$ cat src/design/ecmsc_pkg.sv
// Shared types, codes and the two-level chain program for the ECM stage-1 interpreter.
// Holds the opcode-to-macro table and the per-macro micro-op expansion.
// No dependencies.
package ecmsc_pkg;

  // ALU operation codes
  localparam logic [2:0] OP_ADD = 3'd0;
  localparam logic [2:0] OP_SUB = 3'd1;
  localparam logic [2:0] OP_MUL = 3'd2;
  localparam logic [2:0] OP_RED = 3'd3;
  localparam logic [2:0] OP_CPY = 3'd4;

  // macro kinds
  localparam logic [1:0] K_ADD  = 2'd0;
  localparam logic [1:0] K_DBL  = 2'd1;
  localparam logic [1:0] K_CPY  = 2'd2;
  localparam logic [1:0] K_INIT = 2'd3;

  // points in the register file, two words each (x then z)
  localparam logic [2:0] PT_A  = 3'd0;
  localparam logic [2:0] PT_B  = 3'd1;
  localparam logic [2:0] PT_C  = 3'd2;
  localparam logic [2:0] PT_T  = 3'd3;
  localparam logic [2:0] PT_T2 = 3'd4;
  localparam logic [2:0] PT_R  = 3'd5;

  // operand sources: 0..15 register file, above that fixed sources
  localparam logic [4:0] SRC_U    = 5'd12;
  localparam logic [4:0] SRC_V    = 5'd13;
  localparam logic [4:0] SRC_W    = 5'd14;
  localparam logic [4:0] SRC_CB   = 5'd16;
  localparam logic [4:0] SRC_SX   = 5'd17;
  localparam logic [4:0] SRC_SZ   = 5'd18;
  localparam logic [4:0] SRC_ZERO = 5'd19;
  localparam logic [4:0] SRC_RAM_TOP = 5'd15;

  localparam logic [3:0] CMD_COUNT = 4'd13;   // opcodes 13..15 are illegal
  localparam logic [5:0] INIT_IDX  = 6'd42;
  localparam logic [1:0] REG_MODULUS = 2'd0;
  localparam logic [1:0] REG_CURVE_B = 2'd1;
  localparam logic [1:0] REG_START_X = 2'd2;
  localparam logic [1:0] REG_START_Z = 2'd3;

  typedef struct packed {
    logic [2:0] op;
    logic [3:0] dst;
    logic [4:0] srca;
    logic [4:0] srcb;
    logic       last;
  } uop_t;

  typedef struct packed {
    logic [1:0] kind;
    logic [2:0] p;
    logic [2:0] q;
    logic [2:0] d;
    logic [2:0] dst;
    logic       fin;
  } mac_t;

  function automatic logic [4:0] sx(input logic [2:0] p);
    sx = {1'b0, p, 1'b0};
  endfunction

  function automatic logic [4:0] sz(input logic [2:0] p);
    sz = {1'b0, p, 1'b1};
  endfunction

  function automatic uop_t mk(input logic [2:0] op, input logic [4:0] d,
                              input logic [4:0] a, input logic [4:0] b, input logic l);
    uop_t u;
    u.op = op;
    u.dst = d[3:0];
    u.srca = a;
    u.srcb = b;
    u.last = l;
    mk = u;
  endfunction

  function automatic mac_t mm(input logic [1:0] k, input logic [2:0] p, input logic [2:0] q,
                              input logic [2:0] d, input logic [2:0] t, input logic f);
    mac_t m;
    m.kind = k;
    m.p = p;
    m.q = q;
    m.d = d;
    m.dst = t;
    m.fin = f;
    mm = m;
  endfunction

  // first macro of each opcode
  function automatic logic [5:0] op_start(input logic [3:0] cmd);
    logic [5:0] r;
    unique case (cmd)
      4'd0:    r = 6'd0;
      4'd1:    r = 6'd3;
      4'd2:    r = 6'd7;
      4'd3:    r = 6'd9;
      4'd4:    r = 6'd13;
      4'd5:    r = 6'd15;
      4'd6:    r = 6'd17;
      4'd7:    r = 6'd24;
      4'd8:    r = 6'd28;
      4'd9:    r = 6'd35;
      4'd10:   r = 6'd37;
      4'd11:   r = 6'd40;
      4'd12:   r = 6'd41;
      default: r = 6'd0;
    endcase
    op_start = r;
  endfunction

  // macro program: ADD is p+q with difference d, DBL doubles p, CPY copies p
  function automatic mac_t mac_rom(input logic [5:0] idx);
    mac_t m;
    unique case (idx)
      6'd0:  m = mm(K_CPY, PT_A,  PT_A,  PT_A, PT_R,  1'b0);   // swap A,B
      6'd1:  m = mm(K_CPY, PT_B,  PT_A,  PT_A, PT_A,  1'b0);
      6'd2:  m = mm(K_CPY, PT_R,  PT_A,  PT_A, PT_B,  1'b1);
      6'd3:  m = mm(K_ADD, PT_A,  PT_B,  PT_C, PT_T,  1'b0);
      6'd4:  m = mm(K_ADD, PT_T,  PT_A,  PT_B, PT_T2, 1'b0);
      6'd5:  m = mm(K_ADD, PT_B,  PT_T,  PT_A, PT_B,  1'b0);
      6'd6:  m = mm(K_CPY, PT_T2, PT_A,  PT_A, PT_A,  1'b1);
      6'd7:  m = mm(K_ADD, PT_A,  PT_B,  PT_C, PT_B,  1'b0);
      6'd8:  m = mm(K_DBL, PT_A,  PT_A,  PT_A, PT_A,  1'b1);
      6'd9:  m = mm(K_ADD, PT_B,  PT_A,  PT_C, PT_C,  1'b0);
      6'd10: m = mm(K_CPY, PT_B,  PT_A,  PT_A, PT_R,  1'b0);
      6'd11: m = mm(K_CPY, PT_C,  PT_A,  PT_A, PT_B,  1'b0);
      6'd12: m = mm(K_CPY, PT_R,  PT_A,  PT_A, PT_C,  1'b1);
      6'd13: m = mm(K_ADD, PT_B,  PT_A,  PT_C, PT_B,  1'b0);
      6'd14: m = mm(K_DBL, PT_A,  PT_A,  PT_A, PT_A,  1'b1);
      6'd15: m = mm(K_ADD, PT_C,  PT_A,  PT_B, PT_C,  1'b0);
      6'd16: m = mm(K_DBL, PT_A,  PT_A,  PT_A, PT_A,  1'b1);
      6'd17: m = mm(K_DBL, PT_A,  PT_A,  PT_A, PT_T,  1'b0);
      6'd18: m = mm(K_ADD, PT_A,  PT_B,  PT_C, PT_T2, 1'b0);
      6'd19: m = mm(K_ADD, PT_T,  PT_A,  PT_A, PT_A,  1'b0);
      6'd20: m = mm(K_ADD, PT_T,  PT_T2, PT_C, PT_C,  1'b0);
      6'd21: m = mm(K_CPY, PT_B,  PT_A,  PT_A, PT_R,  1'b0);
      6'd22: m = mm(K_CPY, PT_C,  PT_A,  PT_A, PT_B,  1'b0);
      6'd23: m = mm(K_CPY, PT_R,  PT_A,  PT_A, PT_C,  1'b1);
      6'd24: m = mm(K_ADD, PT_A,  PT_B,  PT_C, PT_T,  1'b0);
      6'd25: m = mm(K_ADD, PT_T,  PT_A,  PT_B, PT_B,  1'b0);
      6'd26: m = mm(K_DBL, PT_A,  PT_A,  PT_A, PT_T,  1'b0);
      6'd27: m = mm(K_ADD, PT_A,  PT_T,  PT_A, PT_A,  1'b1);
      6'd28: m = mm(K_ADD, PT_A,  PT_B,  PT_C, PT_T,  1'b0);
      6'd29: m = mm(K_ADD, PT_C,  PT_A,  PT_B, PT_C,  1'b0);
      6'd30: m = mm(K_CPY, PT_B,  PT_A,  PT_A, PT_R,  1'b0);
      6'd31: m = mm(K_CPY, PT_T,  PT_A,  PT_A, PT_B,  1'b0);
      6'd32: m = mm(K_CPY, PT_R,  PT_A,  PT_A, PT_T,  1'b0);
      6'd33: m = mm(K_DBL, PT_A,  PT_A,  PT_A, PT_T,  1'b0);
      6'd34: m = mm(K_ADD, PT_A,  PT_T,  PT_A, PT_A,  1'b1);
      6'd35: m = mm(K_ADD, PT_C,  PT_B,  PT_A, PT_C,  1'b0);
      6'd36: m = mm(K_DBL, PT_B,  PT_A,  PT_A, PT_B,  1'b1);
      6'd37: m = mm(K_CPY, PT_A,  PT_A,  PT_A, PT_B,  1'b0);
      6'd38: m = mm(K_CPY, PT_A,  PT_A,  PT_A, PT_C,  1'b0);
      6'd39: m = mm(K_DBL, PT_A,  PT_A,  PT_A, PT_A,  1'b1);
      6'd40: m = mm(K_ADD, PT_A,  PT_B,  PT_C, PT_A,  1'b1);
      6'd41: m = mm(K_DBL, PT_A,  PT_A,  PT_A, PT_A,  1'b1);
      default: m = mm(K_INIT, PT_A, PT_A,  PT_A, PT_A,  1'b1);
    endcase
    mac_rom = m;
  endfunction

  // expand one macro step into a micro-op; add and double results land in R, then get copied out
  function automatic uop_t uop_gen(input mac_t m, input logic [3:0] step);
    uop_t u;
    logic [4:0] dx;
    logic [4:0] dz;
    logic [4:0] rx;
    logic [4:0] rz;
    dx = sx(m.dst);
    dz = sz(m.dst);
    rx = sx(PT_R);
    rz = sz(PT_R);
    u = mk(OP_CPY, dx, sx(m.p), SRC_ZERO, 1'b1);
    unique case (m.kind)
      K_ADD: begin
        unique case (step)
          4'd0:  u = mk(OP_SUB, SRC_U, sx(m.p), sz(m.p), 1'b0);
          4'd1:  u = mk(OP_ADD, SRC_W, sx(m.q), sz(m.q), 1'b0);
          4'd2:  u = mk(OP_MUL, SRC_U, SRC_U, SRC_W, 1'b0);
          4'd3:  u = mk(OP_ADD, SRC_V, sx(m.p), sz(m.p), 1'b0);
          4'd4:  u = mk(OP_SUB, SRC_W, sx(m.q), sz(m.q), 1'b0);
          4'd5:  u = mk(OP_MUL, SRC_V, SRC_V, SRC_W, 1'b0);
          4'd6:  u = mk(OP_ADD, SRC_W, SRC_U, SRC_V, 1'b0);
          4'd7:  u = mk(OP_SUB, SRC_V, SRC_U, SRC_V, 1'b0);
          4'd8:  u = mk(OP_MUL, SRC_W, SRC_W, SRC_W, 1'b0);
          4'd9:  u = mk(OP_MUL, SRC_V, SRC_V, SRC_V, 1'b0);
          4'd10: u = mk(OP_MUL, rx, SRC_W, sz(m.d), 1'b0);
          4'd11: u = mk(OP_MUL, rz, sx(m.d), SRC_V, 1'b0);
          4'd12: u = mk(OP_CPY, dx, rx, SRC_ZERO, 1'b0);
          default: u = mk(OP_CPY, dz, rz, SRC_ZERO, 1'b1);
        endcase
      end
      K_DBL: begin
        unique case (step)
          4'd0:  u = mk(OP_ADD, SRC_U, sx(m.p), sz(m.p), 1'b0);
          4'd1:  u = mk(OP_SUB, SRC_V, sx(m.p), sz(m.p), 1'b0);
          4'd2:  u = mk(OP_MUL, SRC_U, SRC_U, SRC_U, 1'b0);
          4'd3:  u = mk(OP_MUL, SRC_V, SRC_V, SRC_V, 1'b0);
          4'd4:  u = mk(OP_MUL, rx, SRC_U, SRC_V, 1'b0);
          4'd5:  u = mk(OP_SUB, SRC_W, SRC_U, SRC_V, 1'b0);
          4'd6:  u = mk(OP_MUL, SRC_U, SRC_W, SRC_CB, 1'b0);
          4'd7:  u = mk(OP_ADD, SRC_U, SRC_U, SRC_V, 1'b0);
          4'd8:  u = mk(OP_MUL, rz, SRC_W, SRC_U, 1'b0);
          4'd9:  u = mk(OP_CPY, dx, rx, SRC_ZERO, 1'b0);
          default: u = mk(OP_CPY, dz, rz, SRC_ZERO, 1'b1);
        endcase
      end
      K_CPY: begin
        if (step == 4'd0) begin
          u = mk(OP_CPY, dx, sx(m.p), SRC_ZERO, 1'b0);
        end else begin
          u = mk(OP_CPY, dz, sz(m.p), SRC_ZERO, 1'b1);
        end
      end
      default: begin
        // run start: A from the start point, B, C and temporaries cleared
        priority if (step == 4'd0) begin
          u = mk(OP_RED, sx(PT_A), SRC_SX, SRC_ZERO, 1'b0);
        end else if (step == 4'd1) begin
          u = mk(OP_RED, sz(PT_A), SRC_SZ, SRC_ZERO, 1'b0);
        end else begin
          u = mk(OP_CPY, {1'b0, step}, SRC_ZERO, SRC_ZERO, step == 4'd9);
        end
      end
    endcase
    uop_gen = u;
  endfunction

endpackage

$ cat src/design/ecmsc_ram.sv
// Generic single-write, single-read RAM with registered read data.
// No dependencies.
module ecmsc_ram #(
  parameter int WIDTH = 64,
  parameter int DEPTH = 16
) (
  input  logic                     clk,
  input  logic                     we,
  input  logic [$clog2(DEPTH)-1:0] waddr,
  input  logic [WIDTH-1:0]         wdata,
  input  logic [$clog2(DEPTH)-1:0] raddr,
  output logic [WIDTH-1:0]         rdata
);

  logic [WIDTH-1:0] mem [DEPTH];

  always_ff @(posedge clk) begin
    if (we) begin
      mem[waddr] <= wdata;
    end
    rdata <= mem[raddr];
  end

endmodule

$ cat src/design/ecmsc_alu.sv
// Bit-serial modular arithmetic unit: add, subtract, multiply, reduce, copy.
// Operands are reduced by restoring division one bit per cycle when not below
// the modulus. Depends on ecmsc_pkg.
module ecmsc_alu
  import ecmsc_pkg::*;
#(
  parameter int W = 64
) (
  input  logic         clk,
  input  logic         rst_n,
  input  logic         start,
  input  logic [2:0]   op,
  input  logic [W-1:0] a,
  input  logic [W-1:0] b,
  input  logic [W-1:0] m,
  output logic         done,
  output logic [W-1:0] result
);

  localparam int CW = $clog2(W);
  localparam logic [CW-1:0] CNT_TOP = CW'(W - 1);

  localparam logic [2:0] A_IDLE = 3'd0;
  localparam logic [2:0] A_CHK  = 3'd1;
  localparam logic [2:0] A_RED  = 3'd2;
  localparam logic [2:0] A_OPER = 3'd3;
  localparam logic [2:0] A_MUL0 = 3'd4;
  localparam logic [2:0] A_MUL1 = 3'd5;

  logic [2:0]    state_r, state_nxt;
  logic [2:0]    op_r, op_nxt;
  logic [W-1:0]  opa_r, opa_nxt;
  logic [W-1:0]  opb_r, opb_nxt;
  logic [W-1:0]  rem_r, rem_nxt;
  logic [W-1:0]  sh_r, sh_nxt;
  logic [CW-1:0] cnt_r, cnt_nxt;
  logic          which_r, which_nxt;
  logic          done_r, done_nxt;
  logic [W-1:0]  res_r, res_nxt;

  logic [W-1:0]  cur;
  logic [W:0]    t_red, t_dbl, t_add, s_add;
  logic          m_zero;

  assign m_zero = (m == '0);
  assign cur    = which_r ? opb_r : opa_r;
  assign t_red  = {rem_r, sh_r[W-1]};
  assign t_dbl  = {rem_r, 1'b0};
  assign t_add  = {1'b0, rem_r} + {1'b0, opa_r};
  assign s_add  = {1'b0, opa_r} + {1'b0, opb_r};

  always_comb begin
    state_nxt = state_r;
    op_nxt    = op_r;
    opa_nxt   = opa_r;
    opb_nxt   = opb_r;
    rem_nxt   = rem_r;
    sh_nxt    = sh_r;
    cnt_nxt   = cnt_r;
    which_nxt = which_r;
    done_nxt  = 1'b0;
    res_nxt   = res_r;
    unique case (state_r)
      A_IDLE: begin
        if (start) begin
          op_nxt    = op;
          opa_nxt   = a;
          opb_nxt   = b;
          which_nxt = 1'b0;
          state_nxt = A_CHK;
        end
      end
      A_CHK: begin
        priority if (op_r == OP_CPY) begin
          res_nxt   = opa_r;
          done_nxt  = 1'b1;
          state_nxt = A_IDLE;
        end else if (m_zero || cur < m) begin
          if (m_zero) begin
            if (which_r) opb_nxt = '0;
            else         opa_nxt = '0;
          end
          if (!which_r && op_r != OP_RED) begin
            which_nxt = 1'b1;
          end else begin
            state_nxt = A_OPER;
          end
        end else begin
          rem_nxt   = '0;
          sh_nxt    = cur;
          cnt_nxt   = CNT_TOP;
          state_nxt = A_RED;
        end
      end
      A_RED: begin
        // remainder step: shift in one bit, subtract the modulus if it fits
        rem_nxt = (t_red >= {1'b0, m}) ? W'(t_red - {1'b0, m}) : t_red[W-1:0];
        sh_nxt  = {sh_r[W-2:0], 1'b0};
        cnt_nxt = cnt_r - 1'b1;
        if (cnt_r == '0) begin
          if (which_r) opb_nxt = rem_nxt;
          else         opa_nxt = rem_nxt;
          state_nxt = A_CHK;
        end
      end
      A_OPER: begin
        state_nxt = A_IDLE;
        done_nxt  = 1'b1;
        unique case (op_r)
          OP_ADD: res_nxt = (s_add >= {1'b0, m}) ? W'(s_add - {1'b0, m}) : s_add[W-1:0];
          OP_SUB: res_nxt = (opa_r >= opb_r) ? (opa_r - opb_r) : (opa_r - opb_r + m);
          OP_MUL: begin
            done_nxt  = 1'b0;
            rem_nxt   = '0;
            sh_nxt    = opb_r;
            cnt_nxt   = CNT_TOP;
            state_nxt = A_MUL0;
          end
          default: res_nxt = opa_r;
        endcase
      end
      A_MUL0: begin
        rem_nxt   = (t_dbl >= {1'b0, m}) ? W'(t_dbl - {1'b0, m}) : t_dbl[W-1:0];
        state_nxt = A_MUL1;
      end
      A_MUL1: begin
        if (sh_r[W-1]) begin
          rem_nxt = (t_add >= {1'b0, m}) ? W'(t_add - {1'b0, m}) : t_add[W-1:0];
        end
        sh_nxt  = {sh_r[W-2:0], 1'b0};
        cnt_nxt = cnt_r - 1'b1;
        if (cnt_r == '0) begin
          res_nxt   = rem_nxt;
          done_nxt  = 1'b1;
          state_nxt = A_IDLE;
        end else begin
          state_nxt = A_MUL0;
        end
      end
      default: state_nxt = A_IDLE;
    endcase
  end

  always_ff @(posedge clk) begin
    if (!rst_n) begin
      state_r <= A_IDLE;
      done_r  <= 1'b0;
      which_r <= 1'b0;
      cnt_r   <= '0;
      op_r    <= OP_ADD;
    end else begin
      state_r <= state_nxt;
      done_r  <= done_nxt;
      which_r <= which_nxt;
      cnt_r   <= cnt_nxt;
      op_r    <= op_nxt;
    end
    opa_r <= opa_nxt;
    opb_r <= opb_nxt;
    rem_r <= rem_nxt;
    sh_r  <= sh_nxt;
    res_r <= res_nxt;
  end

  assign done   = done_r;
  assign result = res_r;

endmodule

$ cat src/design/ecm_stage1_chain_interpreter_core.sv
// ECM stage-1 addition-chain interpreter on a Montgomery curve (x:z form).
// Input stream: one chain opcode per transaction in in_tdata[3:0], in_tlast marks
// the final opcode of a run. The first opcode of a run loads A from start_x/start_z
// and clears B, C and the temporaries. After the last opcode one transaction goes
// out: out_tdata = {point_z, point_x}, out_tuser = bad_opcode.
// Configuration goes through the APB-style cfg_ port: modulus at 0x00, curve_b
// at 0x08, start_x at 0x10, start_z at 0x18; write only while the block is idle.
// One opcode at a time: in_tready is high only while the sequencer is idle.
// Every operation runs on one bit-serial modular ALU; any operand not already
// below the modulus is reduced first, except for a copy. A differential addition
// is 6 multiplies and a doubling 5; the swap is the shortest opcode and
// opcodes 6 and 8 the longest, and the first opcode of a run also carries
// the run-start load.
// Illegal opcodes 13..15 change no point and set bad_opcode for the run.
// Reset clears the sequencer, the run state and the output valid; the config
// registers return to modulus 3, curve_b 0, start_x 0, start_z 1.
// A stalled receiver holds the result; the next opcode is still accepted, and
// only a second result waits until the first has been taken.
module ecm_stage1_chain_interpreter_core
  import ecmsc_pkg::*;
#(
  parameter int RESIDUE_BITS = 64
) (
  input  logic         clk,
  input  logic         rst_n,
  input  logic         in_tvalid,
  output logic         in_tready,
  input  logic [7:0]   in_tdata,    // [3:0] command, [7:4] zero
  input  logic         in_tlast,
  output logic         out_tvalid,
  input  logic         out_tready,
  output logic [127:0] out_tdata,   // [63:0] point_x, [127:64] point_z
  output logic         out_tuser,   // [0] bad_opcode
  input  logic         cfg_psel,
  input  logic         cfg_penable,
  input  logic         cfg_pwrite,
  input  logic [4:0]   cfg_paddr,
  input  logic [63:0]  cfg_pwdata,
  output logic [63:0]  cfg_prdata,
  output logic         cfg_pready
);

  localparam int W = RESIDUE_BITS;

  localparam logic [2:0] S_IDLE  = 3'd0;
  localparam logic [2:0] S_FETCH = 3'd1;
  localparam logic [2:0] S_RDA   = 3'd2;
  localparam logic [2:0] S_RDB   = 3'd3;
  localparam logic [2:0] S_EXEC  = 3'd4;
  localparam logic [2:0] S_FIN   = 3'd5;

  // configuration
  logic [63:0] mod_r, cb_r, sx_r, sz_r;
  logic        cfg_wr;
  logic [1:0]  cfg_idx;

  assign cfg_pready = 1'b1;
  assign cfg_idx    = cfg_paddr[4:3];
  assign cfg_wr     = cfg_psel & cfg_penable & cfg_pwrite;

  always_ff @(posedge clk) begin
    if (!rst_n) begin
      mod_r <= 64'd3;
      cb_r  <= 64'd0;
      sx_r  <= 64'd0;
      sz_r  <= 64'd1;
    end else if (cfg_wr) begin
      unique case (cfg_idx)
        REG_MODULUS: mod_r <= cfg_pwdata;
        REG_CURVE_B: cb_r  <= cfg_pwdata;
        REG_START_X: sx_r  <= cfg_pwdata;
        default:     sz_r  <= cfg_pwdata;
      endcase
    end
  end

  always_comb begin
    unique case (cfg_idx)
      REG_MODULUS: cfg_prdata = mod_r;
      REG_CURVE_B: cfg_prdata = cb_r;
      REG_START_X: cfg_prdata = sx_r;
      default:     cfg_prdata = sz_r;
    endcase
  end

  // sequencer state
  logic [2:0]   state_r, state_nxt;
  logic [5:0]   mpc_r, mpc_nxt;
  logic [3:0]   step_r, step_nxt;
  logic [3:0]   cmd_r, cmd_nxt;
  logic         last_r, last_nxt;
  logic         illegal_r, illegal_nxt;
  logic         init_r, init_nxt;
  logic         run_r, run_nxt;
  logic         err_r, err_nxt;
  logic         ovalid_r, ovalid_nxt;
  logic [W-1:0] ox_r, ox_nxt, oz_r, oz_nxt;
  logic         obad_r, obad_nxt;
  logic [W-1:0] ax_r, az_r;
  logic [W-1:0] opa_r, opa_nxt;

  mac_t         mac;
  uop_t         uop;
  logic [3:0]   raddr;
  logic [W-1:0] rdata;
  logic         we;
  logic         alu_start;
  logic         alu_done;
  logic [W-1:0] alu_res;
  logic [W-1:0] opb;
  logic         in_acc;
  logic         cmd_bad;

  assign mac = mac_rom(mpc_r);
  assign uop = uop_gen(mac, step_r);

  function automatic logic [W-1:0] src_val(input logic [4:0] src, input logic [W-1:0] rd,
                                           input logic [63:0] cb, input logic [63:0] x,
                                           input logic [63:0] z);
    logic [W-1:0] v;
    priority if (src <= SRC_RAM_TOP) v = rd;
    else if (src == SRC_CB)          v = cb[W-1:0];
    else if (src == SRC_SX)          v = x[W-1:0];
    else if (src == SRC_SZ)          v = z[W-1:0];
    else                             v = '0;
    src_val = v;
  endfunction

  assign in_tready = (state_r == S_IDLE);
  assign in_acc    = in_tvalid & in_tready;
  assign cmd_bad   = (in_tdata[3:0] >= CMD_COUNT);
  assign raddr     = (state_r == S_RDA) ? uop.srcb[3:0] : uop.srca[3:0];
  assign opb       = src_val(uop.srcb, rdata, cb_r, sx_r, sz_r);
  assign alu_start = (state_r == S_RDB);
  assign we        = (state_r == S_EXEC) & alu_done;

  always_comb begin
    state_nxt   = state_r;
    mpc_nxt     = mpc_r;
    step_nxt    = step_r;
    cmd_nxt     = cmd_r;
    last_nxt    = last_r;
    illegal_nxt = illegal_r;
    init_nxt    = init_r;
    run_nxt     = run_r;
    err_nxt     = err_r;
    ovalid_nxt  = ovalid_r & ~out_tready;
    ox_nxt      = ox_r;
    oz_nxt      = oz_r;
    obad_nxt    = obad_r;
    opa_nxt     = opa_r;
    unique case (state_r)
      S_IDLE: begin
        if (in_acc) begin
          cmd_nxt     = in_tdata[3:0];
          last_nxt    = in_tlast;
          illegal_nxt = cmd_bad;
          run_nxt     = 1'b1;
          err_nxt     = (run_r & err_r) | cmd_bad;
          step_nxt    = '0;
          priority if (!run_r) begin
            mpc_nxt   = INIT_IDX;
            init_nxt  = 1'b1;
            state_nxt = S_FETCH;
          end else if (cmd_bad) begin
            state_nxt = S_FIN;
          end else begin
            mpc_nxt   = op_start(in_tdata[3:0]);
            state_nxt = S_FETCH;
          end
        end
      end
      S_FETCH: state_nxt = S_RDA;
      S_RDA: begin
        opa_nxt   = src_val(uop.srca, rdata, cb_r, sx_r, sz_r);
        state_nxt = S_RDB;
      end
      S_RDB: state_nxt = S_EXEC;
      S_EXEC: begin
        if (alu_done) begin
          state_nxt = S_FETCH;
          if (!uop.last) begin
            step_nxt = step_r + 1'b1;
          end else begin
            step_nxt = '0;
            if (!mac.fin) begin
              mpc_nxt = mpc_r + 1'b1;
            end else if (init_r && !illegal_r) begin
              init_nxt = 1'b0;
              mpc_nxt  = op_start(cmd_r);
            end else begin
              init_nxt  = 1'b0;
              state_nxt = S_FIN;
            end
          end
        end
      end
      S_FIN: begin
        if (!last_r) begin
          state_nxt = S_IDLE;
        end else if (!ovalid_r || out_tready) begin
          ovalid_nxt = 1'b1;
          ox_nxt     = ax_r;
          oz_nxt     = az_r;
          obad_nxt   = err_r;
          run_nxt    = 1'b0;
          state_nxt  = S_IDLE;
        end
      end
      default: state_nxt = S_IDLE;
    endcase
  end

  always_ff @(posedge clk) begin
    if (!rst_n) begin
      state_r   <= S_IDLE;
      mpc_r     <= '0;
      step_r    <= '0;
      init_r    <= 1'b0;
      run_r     <= 1'b0;
      err_r     <= 1'b0;
      ovalid_r  <= 1'b0;
      illegal_r <= 1'b0;
      last_r    <= 1'b0;
    end else begin
      state_r   <= state_nxt;
      mpc_r     <= mpc_nxt;
      step_r    <= step_nxt;
      init_r    <= init_nxt;
      run_r     <= run_nxt;
      err_r     <= err_nxt;
      ovalid_r  <= ovalid_nxt;
      illegal_r <= illegal_nxt;
      last_r    <= last_nxt;
    end
    cmd_r  <= cmd_nxt;
    ox_r   <= ox_nxt;
    oz_r   <= oz_nxt;
    obad_r <= obad_nxt;
    opa_r  <= opa_nxt;
  end

  // shadow copy of A for the result transaction
  always_ff @(posedge clk) begin
    if (we && {1'b0, uop.dst} == sx(PT_A)) ax_r <= alu_res;
    if (we && {1'b0, uop.dst} == sz(PT_A)) az_r <= alu_res;
  end

  ecmsc_ram #(
    .WIDTH(W),
    .DEPTH(16)
  ) u_regfile (
    .clk  (clk),
    .we   (we),
    .waddr(uop.dst),
    .wdata(alu_res),
    .raddr(raddr),
    .rdata(rdata)
  );

  ecmsc_alu #(
    .W(W)
  ) u_alu (
    .clk   (clk),
    .rst_n (rst_n),
    .start (alu_start),
    .op    (uop.op),
    .a     (opa_r),
    .b     (opb),
    .m     (mod_r[W-1:0]),
    .done  (alu_done),
    .result(alu_res)
  );

  assign out_tvalid = ovalid_r;
  assign out_tdata  = {64'(oz_r), 64'(ox_r)};
  assign out_tuser  = obad_r;

endmodule

$ cat config.mk
export PLATFORM = sky130hd
export DESIGN_NAME = ecm_stage1_chain_interpreter_core
export DESIGN_NICKNAME = d
export VERILOG_FILES = /design/src/design/ecmsc_pkg.sv /design/src/design/ecmsc_ram.sv /design/src/design/ecmsc_alu.sv /design/src/design/ecm_stage1_chain_interpreter_core.sv
export SDC_FILE = /design/constraint.sdc
export NUM_CORES = 2
export LEC_CHECK = 0
export ABC_CLOCK_PERIOD_IN_PS = 16600
export BUFFER_PORTS_ARGS = -buffer_cell sky130_fd_sc_hd__buf_2
export CORE_MARGIN = 10
export CORE_UTILIZATION = 64
export DETAILED_ROUTE_END_ITERATION = 8
export GPL_TIMING_DRIVEN = 0
export PLACE_DENSITY = 0.82
export SKIP_LAST_GASP = 1
export SLEW_MARGIN = 20
export SYNTH_ARGS = -nofsm -noshare
export SYNTH_HDL_FRONTEND = slang
export SYNTH_SLANG_ARGS = --single-unit
$ cat constraint.sdc
create_clock -name clk -period 16.6 [get_ports clk]
set_input_delay 0.83 -clock clk [delete_from_list [all_inputs] [get_ports clk]]
set_output_delay 0.83 -clock clk [all_outputs]
set_load 0.05 [all_outputs]
==> results_dict.tcl, run 1 <==
set metrics [dict create \
    run_status "did not finish" \
    last-stage-reached "5_1_grt" \
    stop_error "[ERROR GRT-0232] Routing congestion too high. Check the congestion heatmap in the GUI." \
    cts.sink_count 1914 \
    synth.top_cells.by_area "sky130_fd_sc_hd__edfxtp_1 (41%), sky130_fd_sc_hd__dfxtp_1 (6.6%), sky130_fd_sc_hd__mux4_2 (6.4%), sky130_fd_sc_hd__ha_1 (5.9%), sky130_fd_sc_hd__nand2_1 (4.7%)" \
    post_cts.resized_instances 0 \
    dominantRegCellSynth "sky130_fd_sc_hd__edfxtp_1" \
    dp.final_hpwl_mm 404.5 \
    synth_area_sq_mm 0.1130 \
    grt_use_total_pct 71.63 \
    synth.yosys.warnings 0 \
    grt_antenna_before_repair 147 \
    cts-root-buf "sky130_fd_sc_hd__clkbuf_16" \
    cts_hold_buffers 0 \
    post_dp_cell_area_sq_mm 0.1191 \
    netlist.top_cell.by_area "sky130_fd_sc_hd__edfxtp_1" \
    synth_async_sr_flop_share_pct 0 \
    post_synth_inst_count 10728 \
    synth-edff-count 1541 \
    fp.dieW_um 440.3 \
    die_height_um 440.3 \
    numCtsBuffers 184 \
    syn_nets 11355 \
    fp-row-count 154 \
    io_buffers 269 \
    postCtsSetupRepairBufs 0 \
    proportion_of_netlist_area_held_by_the_largest_area_contributor_pct 40.94 \
    grt_max_degree 42 \
    ios 281 \
    overflow 75 \
    preCtsSetupSlack_ps 6658 \
    place_congestion 1.266 \
    synthesis.area_per_instance_sq_um 10.54 \
    cts_h_tree_lvls 4 \
    seq_area_frac_synth_pct 47.54 \
    yosys.cell_types.count 108 \
    initial_cell_density_of_the_core_pct 64.26 \
    clock_path_buffers 3 \
    synth_seq_cells 1914 \
]
synth_stat cells (all sizes together) (130+ instances only):
| cell type | count |
|---|---|
| edfxtp | 1541 |
| nand2 | 1410 |
| a21oi | 849 |
| o21ai | 666 |
| nor2 | 561 |
| ha | 534 |
| clkbuf | 478 |
| inv | 411 |
| dfxtp | 373 |
| xnor2 | 329 |
| mux4 | 321 |
| a21boi | 294 |
| o211ai | 222 |
| a21o | 217 |
| buf | 200 |
| nand4 | 182 |
| mux2i | 166 |
| xor2 | 158 |
| nand3 | 144 |
| nor2b | 143 |
| a211oi | 130 |
per-layer routing:
layer	track usage, %	overflow
met1	72.73	22
met2	86.00	21
met3	60.60	13
met4	63.78	15
met5	35.95	4
stage by stage:
stage / cells / util, %
after floorplan: 10728 / -
after global placement: 13337 / 66.68
after detailed placement: 13442 / 67.72
after CTS: 13786 / 71.36
logic make-up after synthesis:
group	Yosys count	synth area share, %
AOI/OAI and AO/OA	3212	18.38
xor gates and xnor gates	487	3.773
adders and majority gates	542	6.052
buffers and inverters	1091	3.869
DFF	1914	47.54
muxes	591	8.902
other	1	0.003317
and+or+nand+nor	2890	11.48
==> run 2: changes to the inputs <==
Settings changed: CORE_UTILIZATION 64 to 40, PLACE_DENSITY 0.82 to not set, PLACE_DENSITY_LB_ADDON set to 0.15.
==> results_dict.tcl, run 2 <==
set metrics [dict create \
    run_status "finished clean" \
    fraction_of_final_layout_cells_sized_beyond_drive_strength_1_pct 12.64 \
    post_dp_cell_area_sq_mm 0.1215 \
    io_buffers 269 \
    cts_h_tree_lvls 4 \
    largest_register_ffs 1024 \
    synth_area_sq_mm 0.1130 \
    clk_latency_ps 930 \
    coreArea_sq_mm 0.2818 \
    ios 281 \
    place_congestion 1.062 \
    setup.worst_path.end_class "flop" \
    synth_async_sr_flop_share_pct 0 \
    synth_seq_cells 1914 \
    category_of_the_critical_setup_timing_path "flop to flop" \
    clock_path_buffers 4 \
    proportion_of_netlist_area_held_by_the_largest_area_contributor_pct 40.94 \
    required_ps 17080 \
    drt_iter0_drc 12131 \
    grt_antenna_before_repair 55 \
    seq_area_frac_synth_pct 47.54 \
    syn_nets 11355 \
    dp.final_hpwl_mm 452.0 \
    most_crowded_layer_after_global_routing "met2" \
    most_common_library_cells_after_synthesis "sky130_fd_sc_hd__edfxtp_1 (1,541), sky130_fd_sc_hd__nand2_1 (1,410), sky130_fd_sc_hd__a21oi_1 (846), sky130_fd_sc_hd__o21ai_0 (649), sky130_fd_sc_hd__nor2_1 (560)" \
    seq_area_sq_mm 0.05374 \
    drcViolationCount 0 \
    post_cts.resized_instances 0 \
    critical_path.max_fanout 10 \
    via_per_inst 6.264 \
    yosys.cell_types.count 108 \
    first_pass_drt_iterations 7 \
    max_slew_margin_pct 13.33 \
    final_cell_area_sq_mm 0.1284 \
    post_synthesis_to_final_layout_area_growth_pct 13.62 \
    worst-r2r-setup-slack_ps 5070 \
    worst_slew_pin_slew_ps 1290 \
    cts.sink_count 1914 \
    clkTransAtPathRegs_ps 60 \
    fp-row-count 195 \
    synth.yosys.warnings 0 \
    rsz0062_at_grt "false" \
    cts-root-buf "sky130_fd_sc_hd__clkbuf_16" \
    cts_hold_buffers 0 \
    synth.most_common_cell "sky130_fd_sc_hd__edfxtp_1" \
    globalRouteMet1Util_pct 45.07 \
    grt_max_degree 37 \
    finalSetupViolations 0 \
    initial_cell_density_of_the_core_pct 40.11 \
    top_register_by_number_of_flip_flops "u_regfile.mem" \
    critPathArrivalTime_ps 12010 \
    use_met3_pct 6.818 \
    global_route_wire_length_before_repair_mm 744.9 \
    filler_cell_count 26429 \
    wl_per_cell_um 35.86 \
    achievable_clock_frequency_ghz 0.08674 \
    post_synth_inst_count 10728 \
    cp-start-kind "flop" \
    grt_pass1_vias 93284 \
    drt.antenna.violating_nets 0 \
    postCtsSetupRepairBufs 0 \
    timing.max_cap.violations 0 \
    multi_input_comb_area_sq_mm 0.05526 \
    final_common_cell "sky130_fd_sc_hd__edfxtp_1" \
    tcrit_tclk_final_pct 69.45 \
    dominantRegCellSynth "sky130_fd_sc_hd__edfxtp_1" \
    synth-edff-count 1541 \
    synthesis.area_per_instance_sq_um 10.54 \
    numCtsBuffers 211 \
    final_cell_mix "sky130_fd_sc_hd__edfxtp_1 (1,541), sky130_fd_sc_hd__nand2_1 (1,409), sky130_fd_sc_hd__a21oi_1 (843)" \
    netlist.top_cell.by_area "sky130_fd_sc_hd__edfxtp_1" \
    fin_crit_ps 11530 \
    synth.top_cells.by_area "sky130_fd_sc_hd__edfxtp_1 (41%), sky130_fd_sc_hd__dfxtp_1 (6.6%), sky130_fd_sc_hd__mux4_2 (6.4%), sky130_fd_sc_hd__ha_1 (5.9%), sky130_fd_sc_hd__nand2_1 (4.7%)" \
    dieArea_sq_mm 0.3043 \
    nets 11973 \
    grt_use_total_pct 34.82 \
    maxSlewViolCount 0 \
    drt-total-wl_mm 548.3 \
    detailroute.via_count 95765 \
    finalHoldViolations 0 \
    finalClockSkew_ps 124.8 \
    overflow 0 \
    fp.dieW_um 551.6 \
    min-delay-path-class "primary input to flop" \
    die_height_um 551.6 \
    grt_use_met2_pct 53.73 \
    tritoncts "yes" \
]
run 2: cell counts after synthesis:
Identical to the previous run, type by type.
run 2: final cells by class:
cell class	count	area share, %
Antenna cell	30	0.05845
Buffer	678	2.236
Clock buffer	264	4.403
Clock inverter	118	0.9011
Inverter	413	1.207
Multi-Input combinational cell	7723	43.02
Sequential cell	1914	41.84
Tap cell	3743	3.646
Timing Repair Buffer	405	2.682
run 2: final timing paths:
path / from / end / cells past startpoint
max: u_alu.opa_r[0]$_DFFE_PP_ / u_alu.result[47]$_DFFE_PP_ / 26
min: in_tdata[2] / cmd_r[2]$_DFFE_PP_ / 1
max reg2reg: u_alu.opa_r[0]$_DFFE_PP_ / u_alu.result[47]$_DFFE_PP_ / 26
min reg2reg: u_regfile.mem[1][59]$_DFFE_PP_ / oz_r[59]$_DFFE_PP_ / 0
run 2: kinds of logic after synthesis:
kind of cell | count (synthesis) | share of synthesized area (%)
compound gates | 3212 | 18.38
xor+xnor | 487 | 3.773
fa+ha+maj | 542 | 6.052
buf+inv | 1091 | 3.869
flops | 1914 | 47.54
mux | 591 | 8.902
other cells | 1 | 0.003317
simple gates | 2890 | 11.48
run 2: through the flow:
stage / hold WS, ps / setup slack [ps] / cells / utilization (%) / setup TNS [ps]
5_1_grt: 164.0 / 5661 / 15271 / 45.56 / 0
4_1_cts: 141.3 / 5762 / 15257 / 45.54 / 0
6_report: 173.7 / 5071 / 15288 / 45.58 / 0
2_1_floorplan: 401.9 / 4612 / 10728 / - / 0
3_5_place_dp: 429.3 / 5714 / 14875 / 43.12 / 0
3_3_place_gp: 427.3 / -11990 / 14740 / 42.25 / -935940
run 2: critical path: stages, from the launching register on:
cell                       delay (ps)
sky130_fd_sc_hd__edfxtp_1         780
sky130_fd_sc_hd__ha_1             330
sky130_fd_sc_hd__inv_1             70
sky130_fd_sc_hd__fa_1             400
sky130_fd_sc_hd__nand2b_1         190
sky130_fd_sc_hd__a21oi_1          240
sky130_fd_sc_hd__o211ai_1         260
sky130_fd_sc_hd__a41o_1           400
sky130_fd_sc_hd__o21ai_2          400
sky130_fd_sc_hd__a31oi_1          300
sky130_fd_sc_hd__o41ai_2          660
sky130_fd_sc_hd__a41oi_1          220
sky130_fd_sc_hd__xnor2_1          190
sky130_fd_sc_hd__ha_1             560
sky130_fd_sc_hd__nand4_1          580
sky130_fd_sc_hd__nor3_1          1130
sky130_fd_sc_hd__nand4_1          650
sky130_fd_sc_hd__nor4_1           900
sky130_fd_sc_hd__a2111o_1         230
sky130_fd_sc_hd__a41o_1           170
sky130_fd_sc_hd__a21oi_2          100
sky130_fd_sc_hd__buf_2            340
sky130_fd_sc_hd__buf_1            550
sky130_fd_sc_hd__nand2_1          210
sky130_fd_sc_hd__o211ai_1         180
sky130_fd_sc_hd__o211ai_1         480
sky130_fd_sc_hd__nand3_1          580
run 2: per-layer routing:
layer / share of wire (%) / wire [um] / up-vias
li1: - / - / 41687
met1: 40 / 217500 / 47859
met2: 44 / 240700 / 5078
met3: 8.7 / 47570 / 1101
met4: 7.7 / 42190 / 40
met5: 0.046 / 251 / -
Power of run 2 is not shown: default switching activity piles up to over one toggle a cycle in this logic, so the estimate is an artifact.
